### src/sv/pdbc_pkg.sv
// shared types and constants for the per-destination byte counter
// no dependencies
package pdbc_pkg;

   localparam int V4_ENTRIES = 1024;
   localparam int V6_ENTRIES = 1024;
   localparam int DEEP_ENTRIES = (V4_ENTRIES > V6_ENTRIES) ? V4_ENTRIES : V6_ENTRIES;
   localparam int V4_IDX_W = (V4_ENTRIES > 1) ? $clog2(V4_ENTRIES) : 1;
   localparam int V6_IDX_W = (V6_ENTRIES > 1) ? $clog2(V6_ENTRIES) : 1;
   localparam int CNT_W = $clog2(DEEP_ENTRIES + 1);

   localparam logic [13:0] ETH_HDR_BYTES = 14'd14;
   localparam logic [13:0] V4_MIN_BYTES = 14'd34;
   localparam logic [13:0] V6_MIN_BYTES = 14'd54;
   localparam logic [15:0] TYPE_V4 = 16'h0800;
   localparam logic [15:0] TYPE_V6 = 16'h86DD;

   localparam logic [2:0] ST_NOT_IP = 3'd0;
   localparam logic [2:0] ST_TRUNC = 3'd1;
   localparam logic [2:0] ST_FULL = 3'd2;
   localparam logic [2:0] ST_V4 = 3'd3;
   localparam logic [2:0] ST_V6 = 3'd4;

   typedef struct packed {
      logic [13:0] captured_bytes;
      logic [15:0] ether_type;
      logic [63:0] dest_upper;
      logic [63:0] dest_lower;
      logic [15:0] length_field;
   } req_type;

   typedef struct packed {
      logic [2:0]  status;
      logic        fresh_entry;
      logic [63:0] running_total;
   } rsp_type;

   typedef struct packed {
      logic load_item;
      logic set_early;
      logic clear_idx;
      logic rd;
      logic inc_idx;
      logic take_hit;
      logic take_new;
      logic set_full;
      logic do_add;
      logic load_out;
   } cmd_type;

   typedef struct packed {
      logic early;
      logic scan_end;
      logic full;
      logic hit;
      logic out_free;
   } stat_type;

endpackage

### src/sv/pdbc_ctrl.sv
// sequencer for the byte counter: accept, classify, scan, update, deliver
// depends on pdbc_pkg
module pdbc_ctrl import pdbc_pkg::*; (
   input  logic     clock,
   input  logic     reset,
   input  logic     req_valid,
   output logic     req_stall,
   input  stat_type stat,
   output cmd_type  cmd
);

   typedef enum logic [5:0] {
      S_IDLE = 6'b000001,
      S_CHK  = 6'b000010,
      S_RD   = 6'b000100,
      S_CMP  = 6'b001000,
      S_ADD  = 6'b010000,
      S_OUT  = 6'b100000
   } state_type;

   state_type state_ff, state_in;

   assign req_stall = (state_ff != S_IDLE);

   always_comb begin
      state_in = state_ff;
      cmd = '0;
      case (state_ff)
         S_IDLE: begin
            if (req_valid) begin
               cmd.load_item = 1'b1;
               state_in = S_CHK;
            end
         end
         S_CHK: begin
            if (stat.early) begin
               cmd.set_early = 1'b1;
               state_in = S_OUT;
            end else begin
               cmd.clear_idx = 1'b1;
               state_in = S_RD;
            end
         end
         S_RD: begin
            if (stat.scan_end) begin
               if (stat.full) begin
                  cmd.set_full = 1'b1;
                  state_in = S_OUT;
               end else begin
                  cmd.take_new = 1'b1;
                  state_in = S_ADD;
               end
            end else begin
               cmd.rd = 1'b1;
               state_in = S_CMP;
            end
         end
         S_CMP: begin
            if (stat.hit) begin
               cmd.take_hit = 1'b1;
               state_in = S_ADD;
            end else begin
               cmd.inc_idx = 1'b1;
               state_in = S_RD;
            end
         end
         S_ADD: begin
            cmd.do_add = 1'b1;
            state_in = S_OUT;
         end
         S_OUT: begin
            if (stat.out_free) begin
               cmd.load_out = 1'b1;
               state_in = S_IDLE;
            end
         end
         default: state_in = S_IDLE;
      endcase
   end

   always_ff @(posedge clock) begin
      if (reset) state_ff <= S_IDLE;
      else state_ff <= state_in;
   end

endmodule

### config.mk
export PLATFORM = sky130hd
export DESIGN_NAME = pdbc_ctrl
export DESIGN_NICKNAME = d
export VERILOG_FILES = /design/src/sv/pdbc_pkg.sv /design/src/sv/pdbc_ctrl.sv
export SDC_FILE = /design/constraint.sdc
export NUM_CORES = 1
export LEC_CHECK = 0
export CORE_AREA = 2 2 39 41
export CTS_BUF_LIST = sky130_fd_sc_hd__clkbuf_8
export DETAILED_ROUTE_END_ITERATION = 8
export DIE_AREA = 0 0 41 43
export DONT_BUFFER_PORTS = 1
export GPL_TIMING_DRIVEN = 0
export PLACE_DENSITY = 0.43
export SYNTH_ARGS = -nofsm -noshare
export SYNTH_HDL_FRONTEND = slang
export SYNTH_SLANG_ARGS = --single-unit
### constraint.sdc
create_clock -name clock -period 2.3 [get_ports clock]
set_input_delay 0.23 -clock clock [delete_from_list [all_inputs] [get_ports clock]]
set_output_delay 0.23 -clock clock [all_outputs]
set_load 0.05 [all_outputs]
==> results of run 1 <==
placed cells by master, fill, tap and decap left out, drive strengths merged:
cell and count:
a21oi 2, a22o 1, a2bb2oi 1, and2 2
and3 2, and3b 1, and4 1, and4b 2
clkbuf 3, dfxtp 6, inv 6, nand2 1
nand3b 2, nand4 2, nand4b 1, nor2 4
nor2b 3, nor3 2, nor3b 1, nor4 2
o21ai 1, o41a 1, xor2 2
metal layers:
metal	share of wire	global-route usage	vias up
met1	0.45	0.156	155
li1	-	-	175
met2	0.47	0.156	9
met5	0	0	-
met4	0.0068	0.0800	0
met3	0.072	0.0419	2
power by group through the flow:
| stage | logic (W) | registers, W | clock network [W] |
|---|---|---|---|
| CTS | 0.0000429 | 0.000113 | 0.000157 |
| global placement | 0.0000423 | 0.000115 | 0 |
| floorplan | 0.0000391 | 0.000114 | 0 |
| global route | 0.0000461 | 0.000114 | 0.000165 |
| finish | 0.0000423 | 0.000113 | 0.000153 |
| detailed placement | 0.0000428 | 0.000115 | 0 |
critical path, delay by kind of cell (launching register included):
family	cells	cell delay, ns
and+or+nand+nor	3	1.21
DFF	1	0.38
stage by stage:
step | total power [W] | setup slack [ns] | cells | hold slack [ns] | cell area, um^2
detailed placement | 0.000158 | 0.494 | 62 | 0.302 | 423
global placement | 0.000157 | 0.513 | 62 | 0.300 | 423
global route | 0.000325 | 0.161 | 65 | 0.0707 | 464
finish | 0.000309 | 0.273 | 65 | 0.0784 | 464
floorplan | 0.000153 | 0.606 | 46 | 0.299 | 403
CTS | 0.000313 | 0.261 | 65 | 0.0720 | 464
cell families after synthesis:
| group | share of synthesized area |
|---|---|
| AOI/OAI and AO/OA | 0.109 |
| and+or+nand+nor | 0.494 |
| DFF | 0.298 |
| buffers and inverters | 0.0559 |
| xor gates and xnor gates | 0.0435 |
synth_stat cells:
cell / number
inv_1: 6
nor3b_1: 1
nand3b_1: 2
nand2_1: 1
nor4_2: 1
a22o_1: 1
and3b_2: 1
and4b_4: 1
nand4_1: 2
and4b_2: 1
and2_1: 2
dfxtp_1: 6
nor2b_1: 3
a21oi_1: 2
o21ai_0: 1
o41a_1: 1
and4_4: 1
a2bb2oi_1: 1
nor2_1: 3
nor3_1: 2
nand4b_1: 1
and3_1: 2
nor2_2: 1
xor2_1: 2
nor4_4: 1
cell type report:
cell class                      instances  area, um^2
Multi-Input combinational cell         34         260
Inverter                                6        22.5
Clock buffer                            3        41.3
Tap cell                               16        20.0
Fill cell                             145         920
Sequential cell                         6         120
worst max path at each step:
stage                   to   startpoint  slack (ns)
floorplan           cmd[6]  state_ff[0]        0.61
global route        cmd[6]  state_ff[0]        0.16
CTS                 cmd[6]  state_ff[0]        0.26
finish              cmd[6]  state_ff[0]        0.27
detailed placement  cmd[6]  state_ff[0]        0.49
global placement    cmd[6]  state_ff[0]        0.51
==> metrics.txt, run 1 <==
Total GRT Usage=0.119; vias in the first global route=approximately 340; Std-Cell Rows=14; hold buffer count at CTS=0; Logic pwr share=0.137; startpoint class of the critical path=register; Total Nets Final=approximately 60; syn_nets=54; grt ovf=0; R2R setup slack=about 0.70 ns; Biggest register=state_ff; switching share of power=0.242; number of diodes=0; MaxCap Viol Count=0; Synth cell types=25; cts repair resizes=0; biggest regs=state_ff: 6 flops; Finished Core Util=0.335; RR Endpoint=state_ff[5]; drt first pass iters=4; Worst Path Required=about 2.1 ns; arrival time worst endpoint=between 1.5 and 2 ns; synthesized flop and latch total=6; min-delay worst type=primary input to register; Post-CTS Setup Bufs=0; slew margin rel.=0.414; die span in y=about 43 um; IO Pins=19; status=complete, no violations; final setup vio count=0; max FFs per register=6; initial core utilization=0.291; CP Capture Type=output pin; first-pass GRT wire length=1.43 mm; CP max stage cell=nor2_1; Slew @ Worst Pin=just under 0.9 ns; Flop pwr share=0.367; HPWL Detailed=around 700 um; clock sinks=6; final hold vios=0; Clock Skews=about 0.00014 ns; Internal=approximately 0.00023 W; sequential element share of the synthesized area=0.298; P&R area growth vs syn=15.2%; hold path cells=1; htree depth=1; Peak Freq=493 MHz; Synth top area share=0.298; YS warnings=0; Power Dens Cells=between 600 and 700 nW/um^2; DRC Markers=0; Pleak=about 0.22 nW; DRT antenna net count=0; I/O Buffers=0; RSZ-0062 raised after global routing=no; Hold Crit Start=reset; total die area=around 1800 um^2; CTS Buf Count=3; clock root buffer=clkbuf_8; largest stage delay on the critical path=just under 0.7 ns; vias=about 340; Clk Latency, worst-skew pair=approximately 0.22 ns; Total Neg Setup Slack=0 ns; largest net degree at the start of global routing=8; routed len/inst=between 10 and 15 um; Slew Viols, Final=0; top cells by area, synth=dfxtp_1 30%, inv_1 5.6%, nor4_4 5.3%; Worst R2R Path Depth=3; clock slew at reported path FFs=approximately 0.030 ns; Hold Crit Endpoint=state_ff[4]; CP max FO=7; WL final=between 800 and 900 um; Via density=between 5 and 6; kind of critical path=register to output pin; clk buf depth=2; Clk pwr share=0.496; CP cell instances=nor4_4 -> nand2_1 -> nor2_1; Final min period=around 2 ns; Mapped Area=between 400 and 500 um^2; initial antenna violation count=0; die span in x=41 um; share of post-route cells with drive strength above 1=0.204; Net Sw Power=about 0.000075 W; CTS tree=built; average cell area after synthesis=~8.8 um^2; RR Startpoint=state_ff[0]; DRC violation total after the first TritonRoute iteration=8; post-route clock period utilization=0.881; Max IR drop VDD=about 0.29 mV; GPL Wtd Cong=0.667; post-synthesis instance total=46; leading area contributor after synthesis=dfxtp_1; Core Region=roughly 1400 um^2
No activity file was read; power rests on OpenSTA's default activity.
==> run 2, diff against run 1 <==
--- a/config.mk
+++ b/config.mk
@@ -6,7 +6,7 @@
 export NUM_CORES = 1
 export LEC_CHECK = 0
 export CORE_AREA = 2 2 39 41
-export CTS_BUF_LIST = sky130_fd_sc_hd__clkbuf_8
+export CTS_BUF_LIST = sky130_fd_sc_hd__clkbuf_16
 export DETAILED_ROUTE_END_ITERATION = 8
 export DIE_AREA = 0 0 41 43
 export DONT_BUFFER_PORTS = 1
==> metrics.txt, run 2 (synthesis gave the netlist of run 1 again) <==
routed len/inst=13.9 um; Multi-input gate area=260 um^2; DRT antenna net count=0; status=complete, no violations; die span in x=between 40 and 50 um; largest net degree at the start of global routing=8; RR Startpoint=state_ff[0]; initial antenna violation count=0; RR Endpoint=state_ff[5]; Hold Crit Start=reset; WL final=just over 900 um; CP Capture Type=output pin; Worst Path Required=2.07 ns; Placement Setup Slack=about 0.49 ns; drt first pass iters=4; Clk pwr share=0.639; Std-Cell Rows=14; Finished Core Util=0.360; final worst setup slack=0.270 ns; number of diodes=0; Core Region=between 1000 and 1500 um^2; Hold Crit Endpoint=state_ff[4]; Flop pwr share=0.263; min-delay worst type=primary input to register; Total Nets Final=59; biggest regs=state_ff: 6 flops; Post-CTS Setup Bufs=0; vias in the first global route=between 300 and 400; CP max stage cell=nor2_1; Slew @ Worst Pin=approximately 0.9 ns; die span in y=43 um; clock slew at reported path FFs=~0.030 ns; MaxCap Viol Count=0; Clock Skews=roughly 0.00085 ns; clock root buffer=clkbuf_16; slew margin rel.=0.414; Net Sw Power=0.0000863 W; Slew Viols, Final=0; DRC violation total after the first TritonRoute iteration=8; I/O Buffers=0; P&R area growth vs syn=23.6%; CP max FO=7; IO Pins=19; Final min period=between 2 and 2.5 ns; largest stage delay on the critical path=between 0.6 and 0.7 ns; Peak Freq=just under 500 MHz; Logic pwr share=0.098; FILL cells=138; CTS Buf Count=3; Biggest register=state_ff; most frequent cells in the layout=6 x inv_1, 6 x dfxtp_1, 3 x nor2_1, 3 x nor2b_1, 3 x clkbuf_16; htree depth=1; GPL Wtd Cong=0.667; grt ovf=0; startpoint class of the critical path=register; RSZ-0062 raised after global routing=no; switching share of power=0.200; hold path cells=1; CTS tree=built; clock sinks=6; Worst R2R Path Depth=3; register area=approximately 120 um^2; CP delay by family, top=simple AND/OR/NAND/NOR gates; Total Neg Setup Slack=0 ns; post-route clock period utilization=0.882; CP cell instances=nor4_4 -> nand2_1 -> nor2_1; Internal=0.000345 W; arrival time worst endpoint=about 1.8 ns; max FFs per register=6; hold buffer count at CTS=0; final setup vio count=0; kind of critical path=register to output pin; first-pass GRT wire length=about 1.5 mm; HPWL Detailed=between 600 and 700 um; Pleak=roughly 0.24 nW; total die area=1760 um^2; Max IR drop VDD=0.330 mV; Bufs and invs on worst path=0; share of post-route cells with drive strength above 1=0.204; Total GRT Usage=0.137; Power Dens Cells=866 nW/um^2; Power, Total=around 0.00043 W; DRC Markers=0; initial core utilization=0.291; Via density=5.18; cts repair resizes=0; R2R setup slack=roughly 0.70 ns; vias=about 340; clk buf depth=2; final hold vios=0; Clk Latency, worst-skew pair=between 0.2 and 0.25 ns
-- run 2: worst max-delay path by stage --
| stage | slack, ns | from | to | cells after the start |
|---|---|---|---|---|
| after floorplan | 0.61 | state_ff[0] | cmd[6] | 3 |
| after global placement | 0.51 | state_ff[0] | cmd[6] | 3 |
| after detailed placement | 0.49 | state_ff[0] | cmd[6] | 3 |
| after CTS | 0.26 | state_ff[0] | cmd[6] | 3 |
| after global routing | 0.16 | state_ff[0] | cmd[6] | 3 |
| final | 0.27 | state_ff[0] | cmd[6] | 3 |
-- run 2: layout make-up --
type | instances | share of cell area
Sequential cell | 6 | 0.241
Multi-Input combinational cell | 34 | 0.523
Clock buffer | 3 | 0.151
Tap cell | 16 | 0.0402
Inverter | 6 | 0.0452
-- run 2: power groups by stage --
stage                     combinational, W  sequential (W)  clock (W)
final                            0.0000422        0.000113   0.000275
after global routing             0.0000463        0.000114   0.000291
after CTS                        0.0000428        0.000113   0.000282
after detailed placement         0.0000428        0.000115          0
after global placement           0.0000423        0.000115          0
after floorplan                  0.0000391        0.000114          0
-- run 2: layer usage --
layer | global-route usage | vias to the layer above | wire length, um
met5 | 0 | - | 0
met4 | 0.120 | 0 | 28
met3 | 0.0890 | 4 | 78
met2 | 0.156 | 11 | 402
met1 | 0.166 | 148 | 395
li1 | - | 174 | -
-- run 2: through the flow --
step,std cells,area [um^2],hold slack (ns)
2_1_floorplan,46,403,0.299
3_3_place_gp,62,423,0.300
3_5_place_dp,62,423,0.302
4_1_cts,65,498,0.0655
5_1_grt,65,498,0.0634
6_report,65,498,0.0688
==> run 3, diff against run 2 <==
--- a/config.mk
+++ b/config.mk
@@ -11,7 +11,7 @@
 export DIE_AREA = 0 0 41 43
 export DONT_BUFFER_PORTS = 1
 export GPL_TIMING_DRIVEN = 0
-export PLACE_DENSITY = 0.43
+export PLACE_DENSITY = 0.41
 export SYNTH_ARGS = -nofsm -noshare
 export SYNTH_HDL_FRONTEND = slang
 export SYNTH_SLANG_ARGS = --single-unit
==> metrics.txt, run 3 (synthesis gave the netlist of run 1 again) <==
kind of critical path=register to output pin; Max IR drop VDD=approximately 0.42 mV; drt first pass iters=2; clock root buffer=clkbuf_16; vias in the first global route=approximately 330; most frequent cells in the layout=6 x inv_1, 6 x dfxtp_1, 3 x nor2_1, 3 x nor2b_1, 3 x clkbuf_16; initial antenna violation count=0; arrival time worst endpoint=approximately 1.8 ns; CP Capture Type=output pin; clock sinks=6; startpoint class of the critical path=register; Total GRT Usage=0.132; hold buffer count at CTS=0; IO Pins=19; die span in x=41 um; DRT antenna net count=0; biggest regs=state_ff: 6 flops; Std-Cell Rows=14; Biggest register=state_ff; first-pass GRT wire length=~1.5 mm; Peak Freq=approximately 490 MHz; I/O Buffers=0; MaxCap Viol Count=0; HPWL Detailed=slightly above 700 um; largest net degree at the start of global routing=8; cts repair resizes=0; DRC violation total after the first TritonRoute iteration=3; Clock Skews=0.00154 ns; Power, Total=around 0.00044 W; RR Startpoint=state_ff[0]; Pleak=roughly 0.24 nW; Fin Hold WS=about 0.065 ns; clk buf depth=2; Via density=about 5.5; final setup vio count=0; Hold Crit Start=reset; Internal=about 0.00035 W; max FFs per register=6; RSZ-0062 raised after global routing=no; Slew @ Worst Pin=approximately 0.90 ns; Clk pwr share=0.648; CTS Buf Count=3; Worst Path Required=approximately 2.1 ns; Flop pwr share=0.256; Logic pwr share=0.096; initial core utilization=0.291; total die area=1760 um^2; switching share of power=0.220; share of post-route cells with drive strength above 1=0.204; WL final=approximately 950 um; vias=around 360; number of diodes=0; Final min period=approximately 2.0 ns; Total Nets Final=59; clock slew at reported path FFs=approximately 0.040 ns; CP max FO=7; Net Sw Power=around 0.000097 W; min-delay worst type=primary input to register; dpl cell area=between 400 and 500 um^2; final hold vios=0; CTS tree=built; Post-CTS Setup Bufs=0; P&R area growth vs syn=23.6%; die span in y=roughly 43 um; Clk Latency, worst-skew pair=~0.23 ns; Slew Viols, Final=0; hold path cells=1; FILL cells=between 100 and 150; htree depth=1; status=complete, no violations; GPL Wtd Cong=~0.68; routed len/inst=14.6 um; DRC Markers=0; RR Endpoint=state_ff[5]; grt ovf=0; Hold Crit Endpoint=state_ff[4]; Finished Cell Area=498 um^2; Total Neg Setup Slack=0 ns; Core Region=between 1000 and 1500 um^2; post-route clock period utilization=0.890; R2R setup slack=between 0.6 and 0.7 ns; Power Dens Cells=about 900 nW/um^2; Worst R2R Path Depth=3; slew margin rel.=0.398
-- run 3: final cells by class --
class                      instances  area (um^2)  area share
clock buffer                       3         75.1       0.151
inverter                           6         22.5      0.0452
multi-input combinational         34          260       0.523
sequential                         6          120       0.241
tap                               16         20.0      0.0402
-- run 3: routing by layer --
metal | vias up | GRT usage | wire [um]
met5 | - | 0 | 0
met4 | 0 | 0.120 | 30
met3 | 4 | 0.0576 | 46
met2 | 9 | 0.175 | 461
met1 | 165 | 0.148 | 410
li1 | 177 | - | -
-- run 3: how the worst max path moves through the flow --
stage	start	to	slack, ns	cells past startpoint
after floorplan	state_ff[0]	cmd[6]	0.61	3
after global placement	state_ff[0]	cmd[6]	0.50	3
after detailed placement	state_ff[0]	cmd[6]	0.51	3
after CTS	state_ff[0]	cmd[6]	0.26	3
after global routing	state_ff[0]	cmd[6]	0.16	3
final	state_ff[0]	cmd[6]	0.25	3
-- run 3: power by group through the flow --
stage / logic (W) / clock network, W / registers (W)
after floorplan: 0.0000391 / 0 / 0.000114
after global placement: 0.0000424 / 0 / 0.000115
after detailed placement: 0.0000429 / 0 / 0.000115
after CTS: 0.0000430 / 0.000290 / 0.000113
after global routing: 0.0000459 / 0.000295 / 0.000114
final: 0.0000426 / 0.000287 / 0.000113
-- run 3: stage by stage --
stage / util / instances / setup slack [ns]
3_5_place_dp: 0.306 / 62 / 0.506
4_1_cts: 0.360 / 65 / 0.259
2_1_floorplan: - / 46 / 0.606
5_1_grt: 0.360 / 65 / 0.157
3_3_place_gp: 0.306 / 62 / 0.503
6_report: 0.360 / 65 / 0.253
-- run 3: worst max-delay path: stages, from the launching register on --
cell     delay (ns)
dfxtp_1        0.38
nor4_4         0.40
nand2_1        0.11
nor2_1         0.69
